--- src/rtl/thpc_pkg.sv ---
// Package for the TLS hello packet classifier.
// Holds the frame summary type, status codes and protocol constants.
// No dependencies.
`default_nettype none
package thpc_pkg;

    localparam int unsigned CNT_W     = 16;
    localparam int unsigned POS_W     = 8;
    localparam int unsigned HIST_LEN  = 12;
    localparam int unsigned QDEPTH    = 2;
    localparam int unsigned TDATA_W   = 320;

    localparam logic [CNT_W-1:0] MAX_FRAME_BYTES = 16'hFFFF;
    localparam logic [15:0] ETH_IPV4    = 16'h0800;
    localparam logic [15:0] ETH_IPV6    = 16'h86DD;
    localparam logic [7:0]  PROTO_TCP   = 8'd6;
    localparam logic [7:0]  REC_HSHAKE  = 8'h16;
    localparam logic [15:0] VER_MIN     = 16'h0300;
    localparam logic [15:0] VER_MAX     = 16'h0304;
    localparam logic [7:0]  HT_CLIENT   = 8'h01;
    localparam logic [7:0]  HT_SERVER   = 8'h02;
    localparam logic [15:0] PORT_A_RST  = 16'd443;
    localparam logic [15:0] PORT_B_RST  = 16'd8443;
    localparam logic [3:0]  NIBBLE_MASK = 4'hF;
    localparam logic [POS_W-1:0] TCP_V6 = 8'd54;

    typedef enum logic [1:0] {
        CFG_PORT_A = 2'd0,
        CFG_PORT_B = 2'd1
    } cfg_idx_t;

    typedef enum logic [2:0] {
        ST_HELLO      = 3'd0,
        ST_NOT_TCP    = 3'd1,
        ST_PORTS_CUT  = 3'd2,
        ST_UNWATCHED  = 3'd3,
        ST_NO_RECORD  = 3'd4,
        ST_RECORD_CUT = 3'd5,
        ST_NOT_HELLO  = 3'd6
    } status_t;

    typedef struct packed {
        logic [CNT_W-1:0] len;
        logic [15:0]      eth;
        logic             p23;
        logic             p20;
        logic [POS_W-1:0] tcp;
        logic [POS_W-1:0] pay;
        logic [15:0]      sp;
        logic [15:0]      dp;
        logic [7:0]       rec_type;
        logic [15:0]      ver;
        logic [15:0]      rlen;
        logic [7:0]       ht;
        logic [63:0]      src_hi;
        logic [63:0]      src_lo;
        logic [63:0]      dst_hi;
        logic [63:0]      dst_lo;
        logic [31:0]      v4_dst;
    } frame_info_t;

    typedef struct packed {
        logic        valid;
        frame_info_t info;
    } frame_push_t;

endpackage
`default_nettype wire

--- src/rtl/tls_hello_packet_classifier_unit.sv ---
// Top level of the TLS hello packet classifier: front end, queue, back end, registers.
// Depends on thpc_pkg, thpc_front, thpc_queue, thpc_back.
//
//  channel | dir | handshake         | contents
//  s_      | in  | s_tvalid/s_tready | tdata: data_byte[7:0]; tlast: last_byte
//  m_      | out | m_tvalid/m_tready | tuser: status; tdata: see port comment
//  cfg_    | in  | cfg_wr_en         | cfg_index selects port a or b, cfg_wdata
//
// One byte a cycle when not stalled; summaries go via the queue into the result register.
// Frame summaries pass through a two-entry queue, so the input stalls only when
// the queue is full and the result register is held.
// Reset is synchronous; it clears counters, queue and result valid; ports take defaults.
`default_nettype none
module tls_hello_packet_classifier_unit (
    input  wire         aclk,
    input  wire         aresetn,
    input  wire         s_tvalid,
    output logic        s_tready,
    input  wire [7:0]   s_tdata,   // data_byte[7:0]
    input  wire         s_tlast,
    output logic        m_tvalid,
    input  wire         m_tready,
    // is_ipv6[0], client_hello[1], server_hello[2], source_port[18:3],
    // dest_port[34:19], source_addr_high[98:35], source_addr_low[162:99],
    // dest_addr_high[226:163], dest_addr_low[290:227], record_offset[298:291],
    // record_length[314:299], zero[319:315]
    output logic [thpc_pkg::TDATA_W-1:0] m_tdata,
    output logic [2:0]  m_tuser,   // status[2:0]
    input  wire         cfg_wr_en,
    input  wire [1:0]   cfg_index,
    input  wire [15:0]  cfg_wdata
);
    import thpc_pkg::*;

    logic        accept, q_full, head_valid, pop;
    frame_push_t push;
    frame_info_t head;
    logic [15:0] port_a_reg, port_b_reg;

    assign s_tready = !q_full;
    assign accept   = s_tvalid && s_tready;

    always_ff @(posedge aclk) begin
        if (!aresetn) begin
            port_a_reg <= PORT_A_RST;
            port_b_reg <= PORT_B_RST;
        end else if (cfg_wr_en) begin
            case (cfg_index)
                CFG_PORT_A: port_a_reg <= cfg_wdata;
                CFG_PORT_B: port_b_reg <= cfg_wdata;
                default: ;
            endcase
        end
    end

    thpc_front u_front (
        .aclk      (aclk),
        .aresetn   (aresetn),
        .accept    (accept),
        .data_byte (s_tdata),
        .last_byte (s_tlast),
        .push      (push)
    );

    thpc_queue u_queue (
        .aclk       (aclk),
        .aresetn    (aresetn),
        .push       (push),
        .full       (q_full),
        .head_valid (head_valid),
        .head       (head),
        .pop        (pop)
    );

    thpc_back u_back (
        .aclk       (aclk),
        .aresetn    (aresetn),
        .head_valid (head_valid),
        .head       (head),
        .pop        (pop),
        .port_a     (port_a_reg),
        .port_b     (port_b_reg),
        .m_tvalid   (m_tvalid),
        .m_tready   (m_tready),
        .m_tdata    (m_tdata),
        .m_tuser    (m_tuser)
    );

endmodule
`default_nettype wire

--- src/rtl/thpc_front.sv ---
// Front end: counts frame bytes and captures header fields as they stream past.
// Depends on thpc_pkg.
`default_nettype none
module thpc_front (
    input  wire                 aclk,
    input  wire                 aresetn,
    input  wire                 accept,
    input  wire [7:0]           data_byte,
    input  wire                 last_byte,
    output thpc_pkg::frame_push_t push
);
    import thpc_pkg::*;

    logic [CNT_W-1:0] count_reg, count_next;
    logic [7:0]       hist_reg [HIST_LEN];
    logic [15:0]      eth_reg, eth_next;
    logic             p23_reg, p23_next, p20_reg, p20_next;
    logic [POS_W-1:0] tcp_reg, tcp_next, pay_reg, pay_next;
    logic [15:0]      sp_reg, sp_next, dp_reg, dp_next;
    logic [7:0]       rt_reg, rt_next, ht_reg, ht_next;
    logic [15:0]      ver_reg, ver_next, rlen_reg, rlen_next;
    logic [63:0]      sh_reg, sh_next, sl_reg, sl_next, dh_reg, dh_next, dl_reg, dl_next;
    logic [31:0]      v4d_reg, v4d_next;
    logic [CNT_W-1:0] tcp_ext, pay_ext;
    logic [3:0]       doff;

    always_comb begin
        eth_next  = eth_reg;
        p23_next  = p23_reg;
        p20_next  = p20_reg;
        tcp_next  = tcp_reg;
        pay_next  = pay_reg;
        sp_next   = sp_reg;
        dp_next   = dp_reg;
        rt_next   = rt_reg;
        ver_next  = ver_reg;
        rlen_next = rlen_reg;
        ht_next   = ht_reg;
        sh_next   = sh_reg;
        sl_next   = sl_reg;
        dh_next   = dh_reg;
        dl_next   = dl_reg;
        v4d_next  = v4d_reg;
        doff      = data_byte[7:4];

        if (count_reg == 16'd13) begin
            eth_next = {hist_reg[0], data_byte};
            if (eth_next == ETH_IPV6) begin
                tcp_next = TCP_V6;
            end
        end
        if (count_reg == 16'd14 && eth_reg == ETH_IPV4) begin
            tcp_next = 8'd14 + {2'b00, data_byte[3:0] & NIBBLE_MASK, 2'b00};
        end
        if (count_reg == 16'd23) p23_next = (data_byte == PROTO_TCP);
        if (count_reg == 16'd20) p20_next = (data_byte == PROTO_TCP);

        if (count_reg >= 16'd22 && count_reg <= 16'd29) sh_next = {sh_reg[55:0], data_byte};
        if (count_reg >= 16'd30 && count_reg <= 16'd37) sl_next = {sl_reg[55:0], data_byte};
        if (count_reg >= 16'd38 && count_reg <= 16'd45) dh_next = {dh_reg[55:0], data_byte};
        if (count_reg >= 16'd46 && count_reg <= 16'd53) dl_next = {dl_reg[55:0], data_byte};
        if (count_reg >= 16'd30 && count_reg <= 16'd33) v4d_next = {v4d_reg[23:0], data_byte};

        tcp_ext = {8'b0, tcp_next};
        if (count_reg == tcp_ext + 16'd3) begin
            sp_next = {hist_reg[2], hist_reg[1]};
            dp_next = {hist_reg[0], data_byte};
        end
        if (count_reg == tcp_ext + 16'd12) begin
            pay_next = tcp_next + {2'b00, doff, 2'b00};
            if (doff == 4'd0) begin
                rt_next   = hist_reg[11];
                ver_next  = {hist_reg[10], hist_reg[9]};
                rlen_next = {hist_reg[8], hist_reg[7]};
                ht_next   = hist_reg[6];
            end else if (doff == 4'd1) begin
                rt_next   = hist_reg[7];
                ver_next  = {hist_reg[6], hist_reg[5]};
                rlen_next = {hist_reg[4], hist_reg[3]};
                ht_next   = hist_reg[2];
            end
        end
        pay_ext = {8'b0, pay_next};
        if (count_reg == pay_ext + 16'd4) begin
            rt_next   = hist_reg[3];
            ver_next  = {hist_reg[2], hist_reg[1]};
            rlen_next = {hist_reg[0], data_byte};
        end
        if (count_reg == pay_ext + 16'd5) begin
            ht_next = data_byte;
        end

        if (last_byte) begin
            count_next = '0;
        end else if (count_reg != MAX_FRAME_BYTES) begin
            count_next = count_reg + 16'd1;
        end else begin
            count_next = count_reg;
        end

        push.valid         = accept && last_byte;
        push.info.len      = (count_reg == MAX_FRAME_BYTES) ? count_reg : count_reg + 16'd1;
        push.info.eth      = eth_next;
        push.info.p23      = p23_next;
        push.info.p20      = p20_next;
        push.info.tcp      = tcp_next;
        push.info.pay      = pay_next;
        push.info.sp       = sp_next;
        push.info.dp       = dp_next;
        push.info.rec_type = rt_next;
        push.info.ver      = ver_next;
        push.info.rlen     = rlen_next;
        push.info.ht       = ht_next;
        push.info.src_hi   = sh_next;
        push.info.src_lo   = sl_next;
        push.info.dst_hi   = dh_next;
        push.info.dst_lo   = dl_next;
        push.info.v4_dst   = v4d_next;
    end

    always_ff @(posedge aclk) begin
        if (!aresetn) begin
            count_reg <= '0;
            tcp_reg   <= '0;
            pay_reg   <= '0;
        end else if (accept) begin
            count_reg <= count_next;
            tcp_reg   <= tcp_next;
            pay_reg   <= pay_next;
        end
    end

    always_ff @(posedge aclk) begin
        if (accept) begin
            hist_reg[0] <= data_byte;
            for (int i = 1; i < HIST_LEN; i++) begin
                hist_reg[i] <= hist_reg[i-1];
            end
            eth_reg  <= eth_next;
            p23_reg  <= p23_next;
            p20_reg  <= p20_next;
            sp_reg   <= sp_next;
            dp_reg   <= dp_next;
            rt_reg   <= rt_next;
            ver_reg  <= ver_next;
            rlen_reg <= rlen_next;
            ht_reg   <= ht_next;
            sh_reg   <= sh_next;
            sl_reg   <= sl_next;
            dh_reg   <= dh_next;
            dl_reg   <= dl_next;
            v4d_reg  <= v4d_next;
        end
    end

endmodule
`default_nettype wire

--- src/rtl/thpc_queue.sv ---
// Two-entry queue of frame summaries between front end and classifier.
// Depends on thpc_pkg.
`default_nettype none
module thpc_queue (
    input  wire                   aclk,
    input  wire                   aresetn,
    input  thpc_pkg::frame_push_t push,
    output logic                  full,
    output logic                  head_valid,
    output thpc_pkg::frame_info_t head,
    input  wire                   pop
);
    import thpc_pkg::*;

    frame_info_t mem_reg [QDEPTH];
    logic        wr_ptr_reg, rd_ptr_reg;
    logic [1:0]  cnt_reg;

    assign full       = (cnt_reg == 2'(QDEPTH));
    assign head_valid = (cnt_reg != 2'd0);
    assign head       = mem_reg[rd_ptr_reg];

    always_ff @(posedge aclk) begin
        if (!aresetn) begin
            wr_ptr_reg <= 1'b0;
            rd_ptr_reg <= 1'b0;
            cnt_reg    <= '0;
        end else begin
            if (push.valid) wr_ptr_reg <= ~wr_ptr_reg;
            if (pop)        rd_ptr_reg <= ~rd_ptr_reg;
            cnt_reg <= cnt_reg + 2'(push.valid) - 2'(pop);
        end
    end

    always_ff @(posedge aclk) begin
        if (push.valid) begin
            mem_reg[wr_ptr_reg] <= push.info;
        end
    end

endmodule
`default_nettype wire

--- src/rtl/thpc_back.sv ---
// Back end: classifies one frame summary and holds the result for transfer.
// Depends on thpc_pkg.
`default_nettype none
module thpc_back (
    input  wire                   aclk,
    input  wire                   aresetn,
    input  wire                   head_valid,
    input  thpc_pkg::frame_info_t head,
    output logic                  pop,
    input  wire [15:0]            port_a,
    input  wire [15:0]            port_b,
    output logic                  m_tvalid,
    input  wire                   m_tready,
    output logic [thpc_pkg::TDATA_W-1:0] m_tdata,
    output logic [2:0]            m_tuser
);
    import thpc_pkg::*;

    logic                 valid_reg;
    logic [TDATA_W-1:0]   data_reg, data_next;
    status_t              st_reg, st;
    logic                 v4, v6, ip_ok;
    logic [CNT_W-1:0]     tcp_e, pay_e, plen;
    logic [CNT_W:0]       rec_end;
    logic                 is6, ch, sh;
    logic [15:0]          sp, dp, rl;
    logic [63:0]          sah, sal, dah, dal;
    logic [7:0]           ro;

    assign pop      = head_valid && (!valid_reg || m_tready);
    assign m_tvalid = valid_reg;
    assign m_tdata  = data_reg;
    assign m_tuser  = st_reg;

    always_comb begin
        v4      = (head.eth == ETH_IPV4);
        v6      = (head.eth == ETH_IPV6);
        tcp_e   = {8'b0, head.tcp};
        pay_e   = {8'b0, head.pay};
        plen    = head.len - pay_e;
        rec_end = 17'd5 + {1'b0, head.rlen};
        ip_ok   = (head.len >= 16'd14) &&
                  ((v4 && head.len >= 16'd34 && head.p23) ||
                   (v6 && head.len >= 16'd54 && head.p20));
        if (!ip_ok) begin
            st = ST_NOT_TCP;
        end else if (head.len < tcp_e + 16'd4) begin
            st = ST_PORTS_CUT;
        end else if (head.dp != port_a && head.sp != port_a &&
                     head.dp != port_b && head.sp != port_b) begin
            st = ST_UNWATCHED;
        end else if (head.len < tcp_e + 16'd20 || pay_e > head.len || plen < 16'd5 ||
                     head.rec_type != REC_HSHAKE || head.ver < VER_MIN ||
                     head.ver > VER_MAX) begin
            st = ST_NO_RECORD;
        end else if ({1'b0, plen} < rec_end || plen < 16'd6) begin
            st = ST_RECORD_CUT;
        end else if (head.ht == HT_CLIENT || head.ht == HT_SERVER) begin
            st = ST_HELLO;
        end else begin
            st = ST_NOT_HELLO;
        end

        is6 = (head.len >= 16'd14) && v6;
        ch  = (st == ST_HELLO) && (head.ht == HT_CLIENT);
        sh  = (st == ST_HELLO) && (head.ht == HT_SERVER);
        sp  = '0;
        dp  = '0;
        sah = '0;
        sal = '0;
        dah = '0;
        dal = '0;
        ro  = '0;
        rl  = '0;
        if (st != ST_NOT_TCP && st != ST_PORTS_CUT) begin
            sp = head.sp;
            dp = head.dp;
        end
        if (st != ST_NOT_TCP) begin
            if (v6) begin
                sah = head.src_hi;
                sal = head.src_lo;
                dah = head.dst_hi;
                dal = head.dst_lo;
            end else begin
                sal = {32'b0, head.src_hi[31:0]};
                dal = {32'b0, head.v4_dst};
            end
        end
        if (st == ST_HELLO || st == ST_RECORD_CUT || st == ST_NOT_HELLO) begin
            ro = head.pay;
            rl = head.rlen;
        end
        data_next = {5'b0, rl, ro, dal, dah, sal, sah, dp, sp, sh, ch, is6};
    end

    always_ff @(posedge aclk) begin
        if (!aresetn) begin
            valid_reg <= 1'b0;
        end else if (!valid_reg || m_tready) begin
            valid_reg <= head_valid;
        end
    end

    always_ff @(posedge aclk) begin
        if (pop) begin
            data_reg <= data_next;
            st_reg   <= st;
        end
    end

endmodule
`default_nettype wire

--- config.mk ---
export PLATFORM = sky130hd
export DESIGN_NAME = tls_hello_packet_classifier_unit
export DESIGN_NICKNAME = d
export VERILOG_FILES = /design/src/rtl/thpc_pkg.sv /design/src/rtl/tls_hello_packet_classifier_unit.sv /design/src/rtl/thpc_front.sv /design/src/rtl/thpc_queue.sv /design/src/rtl/thpc_back.sv
export SDC_FILE = /design/constraint.sdc
export NUM_CORES = 2
export LEC_CHECK = 0
export ABC_CLOCK_PERIOD_IN_PS = 29200
export BUFFER_PORTS_ARGS = -buffer_cell sky130_fd_sc_hd__buf_2
export CAP_MARGIN = 20
export CORE_MARGIN = 1.5
export CORE_UTILIZATION = 50
export DETAILED_ROUTE_END_ITERATION = 16
export PLACE_DENSITY_LB_ADDON = 0.2
export SYNTH_ARGS = -nofsm -noshare
export SYNTH_HDL_FRONTEND = slang
export SYNTH_SLANG_ARGS = --single-unit
--- constraint.sdc ---
create_clock -name aclk -period 29.2 [get_ports aclk]
set_input_delay 2.92 -clock aclk [delete_from_list [all_inputs] [get_ports aclk]]
set_output_delay 2.92 -clock aclk [all_outputs]
set_load 0.01 [all_outputs]
==> results.txt <==
In the final routed layout, each cell accounts on average for 23.8 um. In this run, post-CTS repair resized a total of 0 instances. Across the VDD grid, the largest voltage drop is 0.0626 mV. The pre-CTS setup slack was 19170 ps; the cell area reported after detailed placement was 72400 um^2.

The tools report the number of detailed-route iterations in the first pass as 7. The number of setup buffers added after CTS was 0. The run gives 73.6% as the sequential fraction of the synthesis area. Entering global routing, the biggest net connects 171 pins.

The region available for standard cell placement spans 136000 um^2. The depth of the worst register-to-register path was 24; the number of setup violations in the final report was 0. The die covers 140000 um^2.

The row count was 135; the height of the die was 374 um. In the final design database the tool counted 4569 nets. Buffers inserted to repair hold after CTS numbered 0. The mapped cell area is 68600 um^2. Across all register-to-register paths, the minimum setup slack is 21070 ps.

The number of different library cells used by synthesis comes to 80. The kind of start point of the critical path is a primary input. The smallest clock period supported by the final layout is computed as 9230 ps.

In the layout the commonest cells are sky130_fd_sc_hd__edfxtp_1 (1636), sky130_fd_sc_hd__buf_2 (350), sky130_fd_sc_hd__mux2_2 (346). The number of antenna violations at the first check in global routing is 5, and the worst-path maximum fanout is 40. The worst pin sits at a relative slew slack of 27.9%.

In this run the most critical hold path is launched from u_front.hist_reg[2][2]$_DFFE_PP_. In this run the deepest clock path goes through 3 buffers. In the synthesized netlist, the number of instances is 4086. Worst-skew pair later-pin latency: 800 ps.

The required time of the critical path came out at 29740 ps. The die is 374 um wide. Max-cap violations in this run came to 0. In the finished design, the share of the clock period the worst path needs comes to 31.6%. For the number of warnings issued by yosys, the log shows 0. STA puts the critical path data arrival time at 9770 ps. The worst hold slack came out at 445 ps. The worst setup path is of the in -> reg kind. The tools report the post-route setup TNS as 0 ps. The critical path starts at s_tdata[1].

The placer's final routability congestion estimate came out at 0.820. Starting utilization of the core area: 50.5%. For this block, the routed nets add up to 152 mm of wire. The final-report max-slew violation count was 0.

On the final layout, the worst clock skew is 37.4 ps. In this run, synthesis inferred 1636 flip-flops with an integrated enable. The number of design rule violations left after detail routing is 0. The analysis attributes to cell leakage a power of 24.5 nW.

Power spread over the standard cell area amounts to 79.3 nW/um^2. Detailed placement ended at an HPWL of 96.7 mm. Global routing finished with a remaining overflow of 0.

The total CTS buffers was 172; the via count of the routed design was 35900. TritonCTS built the clock tree. The run finished with clean final reports. CTS placed an instance of sky130_fd_sc_hd__clkbuf_16 at the clock tree root.

The worst register-to-register path begins at u_front.count_reg[1]$_SDFFE_PN0P_. The layout-stage area growth over the synthesis result was 13.3%. The logs give 0 for the antenna violation net count after detailed routing and 19970 ps for the final critical-path setup slack.

For this block, the initial DRC count from the detailed router was 2861. The endpoint identified for the worst register-to-register timing path is u_queue.mem_reg[1][308]$_DFFE_PP_. STA classifies the critical path endpoint as a flip-flop. Counting flops and latches in the post-synthesis netlist gives 1706. Capture point of the critical path: u_queue.mem_reg[1][308]$_DFFE_PP_. The type of the worst min-delay path is reg -> reg. The clock edge transition at the registers on the reported setup and hold paths works out to 60 ps. The number of filler instances in the final layout was 10500; the average via count per standard cell was 5.61. The total count of hold-check failures in the final report came out at 0.

The most used flip-flop cell after synthesis is sky130_fd_sc_hd__edfxtp_1. For the wire length of the first global-routing pass, the log shows 225 mm. Cells with a size suffix above 1 make up 24.2% of the layout. The register with the most flip-flops in the layout has 836 of them. The library cell used most frequently in the layout, excluding fill and tap cells, is sky130_fd_sc_hd__edfxtp_1.

CTS built an H-tree with a depth of 4. The area of all placed cells without fillers is 77800 um^2. Setup repair after global routing left no endpoint under its margin. Static timing analysis puts the maximum clock frequency at 108 MHz. For the via count of the first global-routing pass, the log shows 35400. For the pin with the worst max-slew slack, the measured transition is 1080 ps. Port buffer count: 351. After synthesis, the mean cell area works out to 16.8 um^2. Across every metal layer, demand over resource in global routing totals 21.6%. In this run the count of I/O pins placed on the die edge is 357.

The clock drives 1706 sinks. Counting flops with an async set or reset pin after synthesis yields a share of 0%.
==> power by group <==
part / switching, mW / internal (mW)
Clock: 0.901 / 1.18
Combinational: 0.605 / 0.316
Sequential: 0.124 / 3.04
Total: 1.63 / 4.54
==> synth_stat cells (all sizes together) (4+ instances only) <==
| library cell | instances | share of area [%] |
|---|---|---|
| edfxtp | 1636 | 72 |
| a211o | 6 | 0.077 |
| o211a | 5 | 0.073 |
| o21a | 17 | 0.19 |
| and2 | 30 | 0.27 |
| nor4 | 37 | 0.34 |
| a211oi | 4 | 0.051 |
| nor2 | 331 | 1.8 |
| and3 | 21 | 0.19 |
| nor3b | 6 | 0.066 |
| o31a | 4 | 0.051 |
| a21boi | 24 | 0.26 |
| or2 | 6 | 0.055 |
| buf | 47 | 0.37 |
| inv | 36 | 0.20 |
| mux2i | 311 | 4.5 |
| xor2 | 25 | 0.32 |
| dfxtp | 70 | 2.0 |
| nand2 | 226 | 1.2 |
| nand4 | 15 | 0.14 |
| o211ai | 6 | 0.066 |
| a22oi | 5 | 0.055 |
| nand2b | 19 | 0.17 |
| a32o | 7 | 0.10 |
| a21oi | 47 | 0.35 |
| or4 | 10 | 0.12 |
| o41ai | 4 | 0.051 |
| mux2 | 379 | 6.4 |
| or3 | 11 | 0.10 |
| clkbuf | 145 | 0.79 |
| o21ai | 119 | 0.88 |
| nand4b | 5 | 0.064 |
| a31oi | 10 | 0.091 |
| nand3 | 44 | 0.32 |
| nor4b | 8 | 0.10 |
| nor3 | 18 | 0.15 |
| xnor2 | 122 | 1.6 |
| ha | 56 | 1.0 |
| a21o | 10 | 0.11 |
| nor2b | 92 | 0.84 |
| mux4 | 64 | 2.1 |
==> routing by layer <==
metal	GRT usage (%)	share of wire (%)	vias to the layer above
li1	-	-	16300
met1	31.2	45	18200
met2	33.5	47	1059
met3	3.86	5.5	223
met4	6.57	2.4	0
met5	0	0	-
==> per-stage QoR <==
step / utilization (%) / cells / power [mW]
after CTS: 57.2 / 6389 / 6.23
final: 57.3 / 6392 / 6.17
after global placement: 53.3 / 6084 / 4.13
after detailed placement: 53.3 / 6084 / 4.15
after floorplan: - / 4090 / 3.96
after global routing: 57.3 / 6391 / 6.41
==> worst max-delay path, cell delays in order <==
cell	delay, ps
sky130_fd_sc_hd__buf_2	150
sky130_fd_sc_hd__clkinv_1	290
sky130_fd_sc_hd__ha_1	210
sky130_fd_sc_hd__nand4b_1	80
sky130_fd_sc_hd__or4_4	480
sky130_fd_sc_hd__o21a_1	220
sky130_fd_sc_hd__nor2_4	250
sky130_fd_sc_hd__a2bb2oi_4	280
sky130_fd_sc_hd__inv_1	100
sky130_fd_sc_hd__ha_1	290
sky130_fd_sc_hd__xnor2_1	140
sky130_fd_sc_hd__or3_1	340
sky130_fd_sc_hd__nor2_1	140
sky130_fd_sc_hd__a31o_2	130
sky130_fd_sc_hd__or4b_1	670
sky130_fd_sc_hd__nor2_4	240
sky130_fd_sc_hd__mux2i_1	670
sky130_fd_sc_hd__inv_1	100
sky130_fd_sc_hd__ha_1	320
sky130_fd_sc_hd__xor2_1	150
sky130_fd_sc_hd__nor3_1	140
sky130_fd_sc_hd__nand4_1	200
sky130_fd_sc_hd__nor3_4	150
sky130_fd_sc_hd__buf_4	630
sky130_fd_sc_hd__mux2_2	440
==> area by class of cell <==
| cell class | count | area [um^2] | area share [%] |
|---|---|---|---|
| well taps | 1781 | 2230 | 2.87 |
| clock buffers | 229 | 4650 | 5.99 |
| inverters | 38 | 150 | 0.193 |
| multi-input cells | 2154 | 17300 | 22.2 |
| diodes | 1 | 2.50 | 0.00322 |
| clock inverters | 76 | 658 | 0.846 |
| flip-flops and latches | 1706 | 50500 | 65.0 |
| repair buffers | 407 | 2240 | 2.88 |
==> worst min-delay path by stage <==
stage | slack, ps | cells after the start | endpoint
4_1_cts | 440 | 0 | u_front.hist_reg[1][18]$_DFFE_PP_
3_3_place_gp | 430 | 0 | u_front.hist_reg[2][23]$_DFFE_PP_
2_1_floorplan | 430 | 0 | u_front.hist_reg[2][10]$_DFFE_PP_
6_report | 450 | 0 | u_front.hist_reg[2][10]$_DFFE_PP_
3_5_place_dp | 430 | 0 | u_front.hist_reg[2][10]$_DFFE_PP_
5_1_grt | 450 | 0 | u_front.hist_reg[1][18]$_DFFE_PP_
==> kinds of logic after synthesis <==
logic type | after synthesis | share of synthesized area (%)
AOI/OAI and AO/OA | 292 | 2.73
xor gates and xnor gates | 149 | 1.94
adders and majority gates | 58 | 1.08
buffers and inverters | 230 | 1.37
DFF | 1706 | 73.6
muxes | 754 | 13.0
other | 1 | 0.00546
and+or+nand+nor | 896 | 6.24
Power figures use the tool's default switching activity.
